**config.mk**
```make
export PLATFORM = sky130hd
export DESIGN_NAME = weighted_jacobi_stencil_sweep
export DESIGN_NICKNAME = d
export VERILOG_FILES = /design/src/rtl/wjs_pkg.sv /design/src/rtl/wjs_cell.sv /design/src/rtl/wjs_relax.sv /design/src/rtl/weighted_jacobi_stencil_sweep.sv
export SDC_FILE = /design/constraint.sdc
export NUM_CORES = 2
export LEC_CHECK = 0
export ABC_CLOCK_PERIOD_IN_PS = 16700
export BUFFER_PORTS_ARGS = -buffer_cell sky130_fd_sc_hd__buf_2
export CAP_MARGIN = 20
export CORE_MARGIN = 2
export CORE_UTILIZATION = 55
export CTS_BUF_LIST = sky130_fd_sc_hd__clkbuf_16
export DETAILED_ROUTE_END_ITERATION = 10
export GPL_TIMING_DRIVEN = 0
export HOLD_SLACK_MARGIN = 0.06
export PLACE_DENSITY = 0.8
export SETUP_SLACK_MARGIN = 0.15
export SLEW_MARGIN = 20
export SYNTH_ARGS = -nofsm -noshare
export SYNTH_HDL_FRONTEND = slang
export SYNTH_SLANG_ARGS = --single-unit
```
**constraint.sdc**
```tcl
create_clock -name clk -period 16.7 [get_ports clk]
set_input_delay 1.67 -clock clk [delete_from_list [all_inputs] [get_ports clk]]
set_output_delay 1.67 -clock clk [all_outputs]
set_load 0.02 [all_outputs]
```
**src/rtl/wjs_pkg.sv**
```systemverilog
package wjs_pkg;

  localparam int MESH_ROWS = 16;
  localparam int MESH_COLS = 16;

  localparam int ROW_W     = $clog2(MESH_ROWS);
  localparam int COL_W     = $clog2(MESH_COLS);
  localparam int VAL_W     = 16;
  localparam int RF_W      = 15;
  localparam int IDX_W     = 4;
  localparam int CFG_IDX_W = 2;
  localparam int CFG_W     = 16;
  // four neighbors minus four times the center
  localparam int DIFF_W    = VAL_W + 3;
  localparam int PROD_W    = DIFF_W + RF_W + 1;
  localparam int SUM_W     = VAL_W + 4;
  localparam int FRAC_SHIFT = 16;

  localparam logic [COL_W-1:0] COL_ONE       = COL_W'(1);
  localparam logic [COL_W-1:0] COL_LAST      = COL_W'(MESH_COLS - 1);
  localparam logic [COL_W-1:0] COL_PREV_LAST = COL_W'(MESH_COLS - 2);
  localparam logic [ROW_W-1:0] ROW_ONE       = ROW_W'(1);
  localparam logic [ROW_W-1:0] ROW_LAST      = ROW_W'(MESH_ROWS - 1);

  localparam logic signed [PROD_W-1:0] RND_HALF = PROD_W'(1 << (FRAC_SHIFT - 1));
  localparam logic signed [SUM_W-1:0]  SAT_MAX  = SUM_W'((1 << (VAL_W - 1)) - 1);
  localparam logic signed [SUM_W-1:0]  SAT_MIN  = -SUM_W'(1 << (VAL_W - 1));

  localparam logic signed [VAL_W-1:0] LEFT_PLATE_RST   = 16'sd10240;
  localparam logic signed [VAL_W-1:0] RIGHT_PLATE_RST  = -16'sd10240;
  localparam logic [RF_W-1:0]         RELAX_FACTOR_RST = 15'd24417;

  typedef enum logic [CFG_IDX_W-1:0] {
    CFG_LEFT_PLATE,
    CFG_RIGHT_PLATE,
    CFG_RELAX_FACTOR
  } cfg_reg_t;

  typedef enum logic {
    ST_RUN,
    ST_FLUSH
  } state_t;

  typedef struct packed {
    logic signed [VAL_W-1:0] cell_value;
    logic                    grid_start;
  } in_item_t;

  typedef struct packed {
    logic signed [VAL_W-1:0] new_value;
    logic [VAL_W-1:0]        change;
    logic [IDX_W-1:0]        cell_row;
    logic [IDX_W-1:0]        cell_col;
    logic                    grid_done;
  } out_item_t;

  // one column of both line buffers
  typedef struct packed {
    logic signed [VAL_W-1:0] up;
    logic signed [VAL_W-1:0] mid;
  } line_pair_t;

  // operands handed from the line ring to the arithmetic pipeline
  typedef struct packed {
    logic signed [VAL_W-1:0]  v;
    logic signed [DIFF_W-1:0] d;
    logic                     plate_sel;
    logic signed [VAL_W-1:0]  plate;
    logic [IDX_W-1:0]         row;
    logic [IDX_W-1:0]         col;
    logic                     done;
  } relax_op_t;

endpackage

```
**src/rtl/wjs_cell.sv**
```systemverilog
module wjs_cell (
  input  logic                clk,
  input  logic                shift,
  input  wjs_pkg::line_pair_t nb_in,
  output wjs_pkg::line_pair_t pair_q
);

  wjs_pkg::line_pair_t pair_r;

  // advance one place toward the head of the ring
  always_ff @(posedge clk) begin
    if (shift) begin
      pair_r <= nb_in;
    end
  end

  assign pair_q = pair_r;

endmodule

```
**src/rtl/wjs_relax.sv**
```systemverilog
module wjs_relax (
  input  logic                          clk,
  input  logic                          rst_n,
  input  logic                          op_valid,
  output logic                          op_ready,
  input  wjs_pkg::relax_op_t            op,
  input  logic [wjs_pkg::RF_W-1:0]      relax_factor,
  output logic                          out_valid,
  input  logic                          out_ready,
  output wjs_pkg::out_item_t            out_data
);

  logic                                 p_valid_r;
  wjs_pkg::relax_op_t                   p_op_r;
  logic signed [wjs_pkg::PROD_W-1:0]    p_prod_r;
  logic signed [wjs_pkg::PROD_W-1:0]    p_prod_nxt;

  logic                                 n_valid_r;
  wjs_pkg::relax_op_t                   n_op_r;
  logic signed [wjs_pkg::VAL_W-1:0]     n_value_r;
  logic signed [wjs_pkg::VAL_W-1:0]     n_value_nxt;

  logic                                 o_valid_r;
  wjs_pkg::out_item_t                   o_data_r;
  wjs_pkg::out_item_t                   o_data_nxt;

  logic signed [wjs_pkg::PROD_W-1:0]    rounded;
  logic signed [wjs_pkg::PROD_W-1:0]    q_full;
  logic signed [wjs_pkg::SUM_W-1:0]     sum;
  logic signed [wjs_pkg::VAL_W:0]       diff;
  logic [wjs_pkg::VAL_W:0]              diff_abs;

  logic p_en, n_en, o_en;

  // each stage moves when the one after it is empty or moving
  assign o_en     = !o_valid_r || out_ready;
  assign n_en     = !n_valid_r || o_en;
  assign p_en     = !p_valid_r || n_en;
  assign op_ready = p_en;

  assign p_prod_nxt = op.d * $signed({1'b0, relax_factor});

  always_comb begin
    rounded = p_prod_r + wjs_pkg::RND_HALF;
    q_full  = rounded >>> wjs_pkg::FRAC_SHIFT;
    sum     = wjs_pkg::SUM_W'(p_op_r.v) + q_full[wjs_pkg::SUM_W-1:0];
    priority if (p_op_r.plate_sel) begin
      n_value_nxt = p_op_r.plate;
    end else if (sum > wjs_pkg::SAT_MAX) begin
      n_value_nxt = wjs_pkg::SAT_MAX[wjs_pkg::VAL_W-1:0];
    end else if (sum < wjs_pkg::SAT_MIN) begin
      n_value_nxt = wjs_pkg::SAT_MIN[wjs_pkg::VAL_W-1:0];
    end else begin
      n_value_nxt = sum[wjs_pkg::VAL_W-1:0];
    end
  end

  always_comb begin
    diff     = {n_op_r.v[wjs_pkg::VAL_W-1], n_op_r.v}
             - {n_value_r[wjs_pkg::VAL_W-1], n_value_r};
    diff_abs = diff[wjs_pkg::VAL_W] ? -diff : diff;
    o_data_nxt.new_value = n_value_r;
    o_data_nxt.change    = diff_abs[wjs_pkg::VAL_W-1:0];
    o_data_nxt.cell_row  = n_op_r.row;
    o_data_nxt.cell_col  = n_op_r.col;
    o_data_nxt.grid_done = n_op_r.done;
  end

  always_ff @(posedge clk) begin
    if (!rst_n) begin
      p_valid_r <= 1'b0;
      n_valid_r <= 1'b0;
      o_valid_r <= 1'b0;
    end else begin
      if (p_en) begin
        p_valid_r <= op_valid;
      end
      if (n_en) begin
        n_valid_r <= p_valid_r;
      end
      if (o_en) begin
        o_valid_r <= n_valid_r;
      end
    end
  end

  always_ff @(posedge clk) begin
    if (p_en) begin
      p_op_r   <= op;
      p_prod_r <= p_prod_nxt;
    end
    if (n_en) begin
      n_op_r    <= p_op_r;
      n_value_r <= n_value_nxt;
    end
    if (o_en) begin
      o_data_r <= o_data_nxt;
    end
  end

  assign out_valid = o_valid_r;
  assign out_data  = o_data_r;

endmodule

```
**src/rtl/weighted_jacobi_stencil_sweep.sv**
```systemverilog
// One weighted-Jacobi sweep of the 5-point Laplace stencil over a streamed grid.
// Input channel (in_valid/in_ready/in_data): old cells in row-major order, Q4.12;
// grid_start marks cell (0,0) of a grid. Result channel (out_valid/out_ready/
// out_data): relaxed cells with their absolute change and position, one row
// behind the input; grid_done flags the last cell of the grid.
// Throughput: one item per cycle while the receiver keeps up and no drain or
// ring turn holds input off. Cell (r,c) is offered on out once the item for
// (r+1,c) has passed the operand, product, round/saturate and output registers.
// Row 0 items give no result. After the last grid item the last row is drained
// from the line ring while input is held off; a grid_start arriving mid-row
// holds input while the ring turns back to column 0. Configuration writes
// (cfg_we/cfg_index/cfg_wdata) take effect at once; the user makes them while
// the block is idle (not enforced by the block); unknown indexes are dropped.
// Reset clears the position, the pipeline valids and the configuration to its
// defaults; line contents are not cleared. When the receiver stalls, the
// pipeline stages fill and in_ready falls once the operand register backs up.
module weighted_jacobi_stencil_sweep (
  input  logic                              clk,
  input  logic                              rst_n,
  input  logic                              in_valid,
  output logic                              in_ready,
  input  wjs_pkg::in_item_t                 in_data,
  output logic                              out_valid,
  input  logic                              out_ready,
  output wjs_pkg::out_item_t                out_data,
  input  logic                              cfg_we,
  input  logic [wjs_pkg::CFG_IDX_W-1:0]     cfg_index,
  input  logic [wjs_pkg::CFG_W-1:0]         cfg_wdata
);

  logic signed [wjs_pkg::VAL_W-1:0] left_plate_r;
  logic signed [wjs_pkg::VAL_W-1:0] right_plate_r;
  logic [wjs_pkg::RF_W-1:0]         relax_factor_r;

  wjs_pkg::state_t           state_r, state_nxt;
  logic [wjs_pkg::ROW_W-1:0] row_r, row_nxt, row_eff;
  logic [wjs_pkg::COL_W-1:0] head_r, head_nxt;

  // the ring: cell 0 always holds the column at head_r
  wjs_pkg::line_pair_t cell_q [wjs_pkg::MESH_COLS];
  wjs_pkg::line_pair_t tail_in;
  logic                rotate;

  logic align_need, spin, accept, flush_emit, gen_valid;

  logic                s1_valid_r;
  wjs_pkg::relax_op_t  s1_r, s1_nxt;
  logic                s1_en, relax_ready;

  logic signed [wjs_pkg::VAL_W-1:0] up_op, dn_op, lf_nb, lf_op, rt_op, v_op;

  // configuration registers
  always_ff @(posedge clk) begin
    if (!rst_n) begin
      left_plate_r   <= wjs_pkg::LEFT_PLATE_RST;
      right_plate_r  <= wjs_pkg::RIGHT_PLATE_RST;
      relax_factor_r <= wjs_pkg::RELAX_FACTOR_RST;
    end else if (cfg_we) begin
      unique case (wjs_pkg::cfg_reg_t'(cfg_index))
        wjs_pkg::CFG_LEFT_PLATE: begin
          left_plate_r <= cfg_wdata[wjs_pkg::VAL_W-1:0];
        end
        wjs_pkg::CFG_RIGHT_PLATE: begin
          right_plate_r <= cfg_wdata[wjs_pkg::VAL_W-1:0];
        end
        wjs_pkg::CFG_RELAX_FACTOR: begin
          relax_factor_r <= cfg_wdata[wjs_pkg::RF_W-1:0];
        end
        default: ;
      endcase
    end
  end

  // a new grid restarts at row 0; the ring must first turn to column 0
  assign row_eff    = in_data.grid_start ? '0 : row_r;
  assign align_need = in_valid && in_data.grid_start && (head_r != '0);
  assign s1_en      = !s1_valid_r || relax_ready;

  // FSM outputs
  always_comb begin
    in_ready   = 1'b0;
    flush_emit = 1'b0;
    spin       = 1'b0;
    unique case (state_r)
      wjs_pkg::ST_RUN: begin
        in_ready = s1_en && !align_need;
        spin     = align_need;
      end
      wjs_pkg::ST_FLUSH: begin
        flush_emit = s1_en;
      end
    endcase
  end

  assign accept = in_valid && in_ready;
  assign rotate = accept || flush_emit || spin;

  // FSM next state: drain the last row after the final grid item
  always_comb begin
    state_nxt = state_r;
    unique case (state_r)
      wjs_pkg::ST_RUN: begin
        if (accept && head_r == wjs_pkg::COL_LAST && row_eff == wjs_pkg::ROW_LAST) begin
          state_nxt = wjs_pkg::ST_FLUSH;
        end
      end
      wjs_pkg::ST_FLUSH: begin
        if (flush_emit && head_r == wjs_pkg::COL_LAST) begin
          state_nxt = wjs_pkg::ST_RUN;
        end
      end
    endcase
  end

  // position: head follows the ring, row advances at the end of each row
  always_comb begin
    head_nxt = head_r;
    if (rotate) begin
      head_nxt = (head_r == wjs_pkg::COL_LAST) ? '0 : head_r + wjs_pkg::COL_ONE;
    end
    row_nxt = row_r;
    if (accept) begin
      if (head_r == wjs_pkg::COL_LAST) begin
        row_nxt = (row_eff == wjs_pkg::ROW_LAST) ? '0 : row_eff + wjs_pkg::ROW_ONE;
      end else begin
        row_nxt = row_eff;
      end
    end
  end

  always_ff @(posedge clk) begin
    if (!rst_n) begin
      state_r <= wjs_pkg::ST_RUN;
      row_r   <= '0;
      head_r  <= '0;
    end else begin
      state_r <= state_nxt;
      row_r   <= row_nxt;
      head_r  <= head_nxt;
    end
  end

  // on an accepted item the head column moves its middle value up and takes
  // the new cell; otherwise the column goes around unchanged
  always_comb begin
    tail_in = cell_q[0];
    if (accept) begin
      tail_in.up  = cell_q[0].mid;
      tail_in.mid = in_data.cell_value;
    end
  end

  for (genvar k = 0; k < wjs_pkg::MESH_COLS; k++) begin : g_ring
    if (k == wjs_pkg::MESH_COLS - 1) begin : g_tail
      wjs_cell u_cell (
        .clk    (clk),
        .shift  (rotate),
        .nb_in  (tail_in),
        .pair_q (cell_q[k])
      );
    end else begin : g_body
      wjs_cell u_cell (
        .clk    (clk),
        .shift  (rotate),
        .nb_in  (cell_q[k+1]),
        .pair_q (cell_q[k])
      );
    end
  end

  // stencil operands: cell 0 is the center column, the tail cell the column
  // to its left (old values, not relaxed ones), cell 1 the column to its right
  always_comb begin
    v_op = cell_q[0].mid;
    if (state_r == wjs_pkg::ST_FLUSH) begin
      up_op = cell_q[0].up;
      dn_op = '0;
      lf_nb = cell_q[wjs_pkg::MESH_COLS-1].mid;
    end else begin
      up_op = (row_eff == wjs_pkg::ROW_ONE) ? '0 : cell_q[0].up;
      dn_op = in_data.cell_value;
      lf_nb = cell_q[wjs_pkg::MESH_COLS-1].up;
    end
    lf_op = (head_r == wjs_pkg::COL_ONE) ? left_plate_r : lf_nb;
    rt_op = (head_r == wjs_pkg::COL_PREV_LAST) ? right_plate_r : cell_q[1].mid;

    s1_nxt.v         = v_op;
    s1_nxt.d         = wjs_pkg::DIFF_W'(up_op) + wjs_pkg::DIFF_W'(dn_op)
                     + wjs_pkg::DIFF_W'(lf_op) + wjs_pkg::DIFF_W'(rt_op)
                     - (wjs_pkg::DIFF_W'(v_op) <<< 2);
    s1_nxt.plate_sel = (head_r == '0) || (head_r == wjs_pkg::COL_LAST);
    s1_nxt.plate     = (head_r == '0) ? left_plate_r : right_plate_r;
    s1_nxt.row       = (state_r == wjs_pkg::ST_FLUSH)
                     ? wjs_pkg::IDX_W'(wjs_pkg::ROW_LAST)
                     : wjs_pkg::IDX_W'(row_eff - wjs_pkg::ROW_ONE);
    s1_nxt.col       = wjs_pkg::IDX_W'(head_r);
    s1_nxt.done      = (state_r == wjs_pkg::ST_FLUSH) && (head_r == wjs_pkg::COL_LAST);

    // row 0 items only fill the ring
    gen_valid = flush_emit || (accept && (row_eff != '0));
  end

  always_ff @(posedge clk) begin
    if (!rst_n) begin
      s1_valid_r <= 1'b0;
    end else if (s1_en) begin
      s1_valid_r <= gen_valid;
    end
  end

  always_ff @(posedge clk) begin
    if (s1_en) begin
      s1_r <= s1_nxt;
    end
  end

  wjs_relax u_relax (
    .clk          (clk),
    .rst_n        (rst_n),
    .op_valid     (s1_valid_r),
    .op_ready     (relax_ready),
    .op           (s1_r),
    .relax_factor (relax_factor_r),
    .out_valid    (out_valid),
    .out_ready    (out_ready),
    .out_data     (out_data)
  );

endmodule

```
==> impl_metrics.py <==
metrics = {
    "clocking": {
        "clkSinkCount": 777,
        "clock_path_buffers": 3,
        "cts_buffers": 76,
        "postCtsHoldBufs": 0,
        "htree_levels": 3,
        "post_cts_buffers": 0,
        "clkTransAtPathRegs_ps": 60,
        "clock_latency_ps": 650,
        "cts_tree": "built",
        "cts_resized": 0,
        "root_buffer": "clkbuf_16",
    },
    "sta": {
        "clock-skew-final_ps": 75.0,
        "slew_headroom_pct": 28.3,
        "setup_viol": 0,
        "max_freq_ghz": 0.133,
        "post-route-min-period_ps": 7500,
        "final_max_slew_viol_count": 0,
        "hold_viol": 0,
        "rsz0062_at_grt": "false",
        "worst_pin_slew_ps": 1060,
        "fin_crit_sh_pct": 44.9,
    },
    "yosys": {
        "syn_area_um2": 40100,
        "synth_nets": 3476,
        "synthTopCellsByCount": "edfxtp_1, inv_1, nand2_1",
        "synthArstFlopShare_pct": 0,
        "synth.area.top_cells": "edfxtp_1, fa_1, ha_1, inv_1, nand2_1",
        "synth-main-ff-cell": "edfxtp_1",
        "synth_most_common_cell": "edfxtp_1",
        "synth_area_leader_cell": "edfxtp_1",
        "ys_ff_latch": 777,
        "netlist_instances": 2949,
        "yosys_warnings": 0,
        "yosysSeqAreaShare_pct": 56.7,
        "ys_types": 74,
        "synth_edf_count": 717,
        "syn_avg_cell_area_um2": 13.6,
        "yosysTopAreaCellShare_pct": 53.7,
    },
    "global_route": {
        "gr-total-overflow": 0,
        "grt_pass1_wl_um": 133000,
        "grtUsageTotal_pct": 23.7,
        "antenna_found_initial": 15,
        "grt_max_degree": 109,
        "grt_pass1_vias": 23200,
    },
    "detailed_routing": {
        "first_iter_violations": 1679,
        "vias": 22400,
        "viasPerCell": 5.42,
        "drt-total-wl_um": 85900,
        "first_pass_iters": 5,
        "remaining_drc_errors": 0,
        "postRouteAntennaNets": 0,
        "drt-wirelength-per-cell_um": 20.7,
    },
    "die": {
        "core-area_um2": 72600,
        "dieWidth_um": 274,
        "dieHeight_um": 274,
        "die_area_um2": 75100,
        "boundaryPins": 83,
        "row_count": 99,
        "initial_core_util_pct": 55.3,
    },
    "setup_path": {
        "cp.arrival_ps": 7900,
        "critPathLaunchType": "register",
        "r2r-end": "u_relax.p_prod_r[33]$_DFFE_PP_",
        "reg2reg_from": "relax_factor_r[1]$_SDFFE_PN0P_",
        "cp.required_ps": 17110,
        "reg2reg_slack_ps": 9200,
        "crit_type": "reg2reg",
        "reg2reg_depth": 20,
        "end_kind": "register",
        "worstPathMaxFanout": 10,
    },
    "layout": {
        "instances_no_fill": 4141,
        "design_area_um2": 44500,
        "fillers": 5437,
        "nNetsFinal": 3645,
        "layout-drive-gt1-share_pct": 8.47,
        "syn_to_final_growth_pct": 10.9,
    },
    "hold_path": {
        "hold_end": "u_relax.p_op_r[22]$_DFFE_PP_",
        "min-delay-start": "s1_r[22]$_DFFE_PN_",
        "worst_hold_path.num_cells": 0,
        "hold_class": "reg2reg",
    },
    "placed_design": {
        "detailed_place_hpwl_um": 63800,
        "placed_cell_area_um2": 42000,
        "place_inst": 3998,
        "port_buffers": 81,
        "globalplace.congestion": 0.970,
    },
    "run": {
        "max-cap-violations": 0,
    },
    "status": {
        "status": "completed",
    },
}
[cells in the final DEF (no fill, tap or decap), types with 6 or more instances in the layout]
cell type	synthesis	final
mux2_2	33	33
clkinv_2	0	17
nand2b_1	19	19
o21ai_0	55	55
ha_1	150	150
mux2i_1	17	17
fa_1	337	337
buf_2	2	83
nor2_1	63	63
dfxtp_1	60	60
buf_16	0	6
inv_1	404	413
nand4_1	13	13
xnor2_1	76	76
nand3_1	38	38
xor2_1	25	25
clkbuf_1	85	85
and3_1	13	13
a21oi_1	61	61
edfxtp_1	717	717
o21bai_1	8	8
clkinv_1	0	8
o21ai_1	7	7
or3_1	6	6
nand2_1	389	388
or2_2	6	6
o21a_1	21	21
and2_1	143	143
nor2b_1	42	42
a21boi_0	37	37
clkbuf_16	0	77
nor3_1	16	16
bufinv_16	0	6
a21o_1	21	21
[cells by family (layout without fill, tap and decap cells)]
kind of cell    Yosys count  in the layout  share of synthesized area, %
other cells               0              5                             0
compound gates          270            270                          4.47
flops                   777            777                          56.7
mux                      50             50                          1.35
buf+inv                 494            722                          4.64
fa+ha+maj               487            487                          21.5
xor+xnor                102            102                          2.26
simple gates            769            769                          9.14
[layer usage]
layer	part of all wire, %	GRT usage, %
met1	40	30.9
met5	0.15	0
met4	4.2	9.54
met2	48	39.0
met3	7.4	4.96
[how the worst max path moves through the flow]
stage,endpoint,slack [ps],cells after the start,from
after floorplan,head_r[2]$_SDFFE_PN0P_,340,10,out_ready
after global placement,head_r[2]$_SDFFE_PN0P_,-4280,11,out_ready
after detailed placement,s1_r[43]$_DFFE_PN_,9240,21,in_data[0]
after CTS,u_relax.p_prod_r[34]$_DFFE_PP_,9240,20,relax_factor_r[1]$_SDFFE_PN0P_
after global routing,u_relax.p_prod_r[34]$_DFFE_PP_,8750,20,relax_factor_r[1]$_SDFFE_PN0P_
final,u_relax.p_prod_r[33]$_DFFE_PP_,9200,20,relax_factor_r[1]$_SDFFE_PN0P_
[critical path, cell delays in order, from the launching register on]
cell and delay, ps:
dfxtp_1 360, clkbuf_1 460, clkbuf_1 440, nand2_1 150, fa_1 540, fa_1 580
fa_1 450, fa_1 540, inv_1 50, fa_1 460, fa_1 490, ha_1 320
nand2_1 60, a2111oi_0 480, a221oi_2 180, o31a_2 400, o21ai_1 320, nor3b_1 470
o21a_1 190, nor2_1 60, xnor2_1 260
[final cells by class]
class                           count  area [um2]  area share, %
Sequential cell                   777       22700           51.1
Clock buffer                       77        1930           4.33
Multi-Input combinational cell   1678       15500           34.9
Clock inverter                     60         591           1.33
Inverter                          404        1530           3.43
Timing Repair Buffer               91         636           1.43
Antenna cell                        5        12.5         0.0281
Buffer                             90         344          0.773
Tap cell                          959        1200           2.70
[stage by stage]
stage | worst slack, ps | TNS (ps) | hold slack [ps] | util, %
2_1_floorplan | 341 | 0 | 400 | -
3_3_place_gp | -4280 | -2024440 | 400 | 57.5
3_5_place_dp | 9240 | 0 | 405 | 57.8
4_1_cts | 9240 | 0 | 363 | 61.3
5_1_grt | 8750 | 0 | 375 | 61.3
6_report | 9200 | 0 | 373 | 61.3
[flip-flops by register name, indices dropped and copies added (netlist names), 16 cells and up]
signal,count
left_plate_r,16
u_relax.out_data,41
g_ring.g_body.u_cell.pair_q,480
u_relax.n_op_r,25
right_plate_r,16
u_relax.p_op_r,42
g_ring.g_tail.u_cell.pair_q,32
s1_r,61
u_relax.p_prod_r,20
u_relax.n_value_r,16
Power is not shown: default switching activity piles up to over one toggle a cycle in this logic, so the estimate is an artifact.
